--- config.mk ---
export PLATFORM = sky130hd
export DESIGN_NAME = lpm_ram
export DESIGN_NICKNAME = d
export VERILOG_FILES = /design/src/rtl/lpm_ram.sv
export SDC_FILE = /design/constraint.sdc
export NUM_CORES = 1
export LEC_CHECK = 0
export BUFFER_PORTS_ARGS = -buffer_cell sky130_fd_sc_hd__buf_2
export CAP_MARGIN = 20
export CORE_MARGIN = 1
export CORE_UTILIZATION = 50
export DETAILED_ROUTE_END_ITERATION = 16
export GPL_TIMING_DRIVEN = 0
export PLACE_DENSITY_LB_ADDON = 0.3
export SYNTH_ARGS = -nofsm -noshare
export SYNTH_HDL_FRONTEND = slang
export SYNTH_SLANG_ARGS = --single-unit
--- constraint.sdc ---
create_clock -name i_clk -period 2.4 [get_ports i_clk]
set_input_delay 0.36 -clock i_clk [delete_from_list [all_inputs] [get_ports i_clk]]
set_output_delay 0.36 -clock i_clk [all_outputs]
set_load 0.01 [all_outputs]
--- src/rtl/lpm_ram.sv ---
// Simple dual-port synchronous RAM with a registered read port.
`default_nettype none

module lpm_ram #(
    parameter int WIDTH = 8,
    parameter int DEPTH = 16
) (
    input  wire                                i_clk,
    input  wire                                i_we,
    input  wire [((DEPTH > 1) ? $clog2(DEPTH) : 1)-1:0] i_waddr,
    input  wire [WIDTH-1:0]                    i_wdata,
    input  wire [((DEPTH > 1) ? $clog2(DEPTH) : 1)-1:0] i_raddr,
    output logic [WIDTH-1:0]                   o_rdata
);

    logic [WIDTH-1:0] r_mem [DEPTH];
    logic [WIDTH-1:0] r_rdata;

    always_ff @(posedge i_clk) begin
        if (i_we) begin
            r_mem[i_waddr] <= i_wdata;
        end
        r_rdata <= r_mem[i_raddr];
    end

    assign o_rdata = r_rdata;

endmodule

`default_nettype wire

==> flow_metrics.py <==
metrics = {
    "route": {
        "first_pass_iters": 4,
        "dr_total_vias": 2391,
        "via_per_inst": 5.68,
        "avgRoutedWirePerCell_um": 22.6,
        "ant_nets": 0,
        "wirelength_um": 9520,
        "route.detailed.drc": 0,
        "dr.first_iter.drc_count": 187,
    },
    "layout": {
        "nets": 294,
        "syn_to_final_growth_pct": 15.5,
        "final_util": 0.603,
        "fillers": 701,
        "num_antenna_cells": 0,
        "final_cells": 421,
        "drive_gt1_frac": 0.295,
        "finalInstanceArea_um2": 5940,
    },
    "floorplanning": {
        "initial_core_util": 0.522,
        "die_area_um2": 10700,
        "row_count": 36,
        "die_width_um": 103,
        "die_y_um": 103,
        "ios": 26,
        "core-area_um2": 9860,
    },
    "cts": {
        "clk_pin_slew_ps": 60,
        "cts.sinks": 136,
        "root_buffer": "clkbuf_8",
        "clk_latency_ps": 520,
        "cts_inserted_buffers": 17,
        "postCtsHoldBufs": 0,
        "cts-resized-gates": 0,
        "cts_tree": "yes",
        "post_cts_buffers": 0,
        "h-tree-depth": 4,
        "cts.path.max_buffers": 2,
    },
    "global_route": {
        "track_usage": 0.203,
        "first_global_vias": 2434,
        "grt_first_pass_wirelength_um": 14300,
        "grt-ovfl-total": 0,
        "met3_usage": 0.0477,
        "grt_util_met1": 0.292,
        "antenna_found_initial": 0,
        "grt_max_degree": 17,
        "use_met2": 0.296,
        "gr-max-usage-layer": "met2",
    },
    "critical_path": {
        "worst-setup-path-type": "input port to flop",
        "max_stage_delay_ps": 690,
        "crit_path_start_kind": "input port",
        "slowest_stage": "nor2_1",
        "worst_setup_path_end_kind": "flop",
        "cp.required_ps": 2530,
        "cp_max_fo": 8,
        "cp.arrival_ps": 1700,
        "path_cells": "buf_2, or3b_2, nor2_1",
    },
    "timing": {
        "finClkSkew_ps": 9.86,
        "fmax_mhz": 639,
        "period_share": 0.652,
        "setup_tns_ps": 0,
        "rsz0062_at_grt": "false",
        "post-route-min-period_ps": 1560,
        "final_max_slew_viol_count": 0,
        "tightest_slew_ps": 866,
        "setup_viol": 0,
        "relSlewSlack": 0.420,
        "finalHoldViolations": 0,
        "hold_ws_ps": 248,
    },
    "synthesis": {
        "ys_types": 19,
        "synth_edf_count": 128,
        "yosys.area.top_type_share": 0.747,
        "syn_nets": 247,
        "ys_warn_count": 0,
        "synthTopCellsByArea": "edfxtp_1 75%, mux4_2 7.9%, mux4_1 7.1%",
        "syn_avg_cell_area_um2": 22.5,
        "synth-seq-cells": 136,
        "synth_area_leader_cell": "edfxtp_1",
        "synth_most_common_cell": "edfxtp_1",
        "synthFlopType": "edfxtp_1",
        "synth_commonest_cells": "128 x edfxtp_1, 18 x mux4_2, 16 x a22oi_1",
        "syn-cell-area_um2": 5150,
        "ys_seq_area_frac": 0.778,
        "synth-async-reset-ratio": 0,
        "synth_cells": 229,
    },
    "placement": {
        "io_buffers": 24,
        "post-place-cells": 389,
        "place_hpwl_um": 5940,
        "gp_congestion": 0.710,
        "dpl_cell_area_um2": 5450,
    },
    "pwr": {
        "power.density_nw_per_um2": 853,
        "ir_worst_vdd_v": 0.000429,
        "leakage_uw": 0.00200,
    },
    "job": {
        "drv_cap": 0,
    },
    "hold_path": {
        "min_path_type": "input port to flop",
    },
    "status": {
        "outcome": "completed",
    },
}
-- critical path: cells and delay by family --
family | cells | cell delay, ps
buffers and inverters | 1 | 110
AND/OR/NAND/NOR | 2 | 1220
-- cell usage in the layout, fill, tap and decap left out --
cell and count:
a22oi_1 16, and2_1 1, and2b_1 1, buf_2 30, buf_4 2, buf_6 3, clkbuf_1 3, clkbuf_16 16
clkbuf_8 1, clkdlybuf4s25_2 3, clkinv_2 8, clkinvlp_4 3, dfxtp_1 8, edfxtp_1 128, mux4_1 14, mux4_2 18
nand2_1 9, nand2b_1 2, nand3_1 1, nand3b_1 2, nor2_1 13, nor2b_1 1, nor3_1 4, or3b_2 1
-- power by group --
group,switching [µW],leakage (µW),total (µW),internal [µW]
logic,150,0.000537,256,106
clock network,902,0.000240,2140,1240
registers,11.6,0.00122,2670,2660
-- cell type report --
class	instances	area, µm²	share of cell area
multi-input cells	83	1060	0.178
flip-flops and latches	136	4000	0.674
clock inverters	11	62.6	0.0105
repair buffers	28	143	0.0240
well taps	133	166	0.0280
clock buffers	20	425	0.0716
plain buffers	10	86.3	0.0145
-- per-layer routing --
layer	vias to the layer above	share of wire	wire [µm]
li1	1065	-	-
met1	1224	0.43	4130
met2	90	0.48	4580
met3	12	0.068	648
met4	0	0.017	159
met5	-	0	0
-- registers in the layout (all words and copies together), names as in the netlist --
signal	count
o_rdata	8
r_mem	128
-- logic make-up after synthesis --
group	count (synthesis)	synth area share
DFF	136	0.778
and+or+nand+nor	35	0.0318
muxes	32	0.150
AOI/OAI and AO/OA	16	0.0233
buffers and inverters	10	0.0168
-- metrics by stage --
stage	power [µW]	worst slack, ps
2_1_floorplan	2860	547
3_3_place_gp	2960	-33.8
3_5_place_dp	2970	324
4_1_cts	5100	849
5_1_grt	5220	779
6_report	5070	836
-- path summary, 6_finish.rpt --
path,start,to,slack [ps],cells after the start
setup / recovery,i_waddr[2],r_mem[3][3],840,3
hold / removal,i_wdata[0],r_mem[0][0],250,1
setup reg to reg,r_mem[1][0],o_rdata[0],990,3
hold reg to reg,r_mem[11][1],o_rdata[1],680,3
Power figures use the tool's default switching activity.
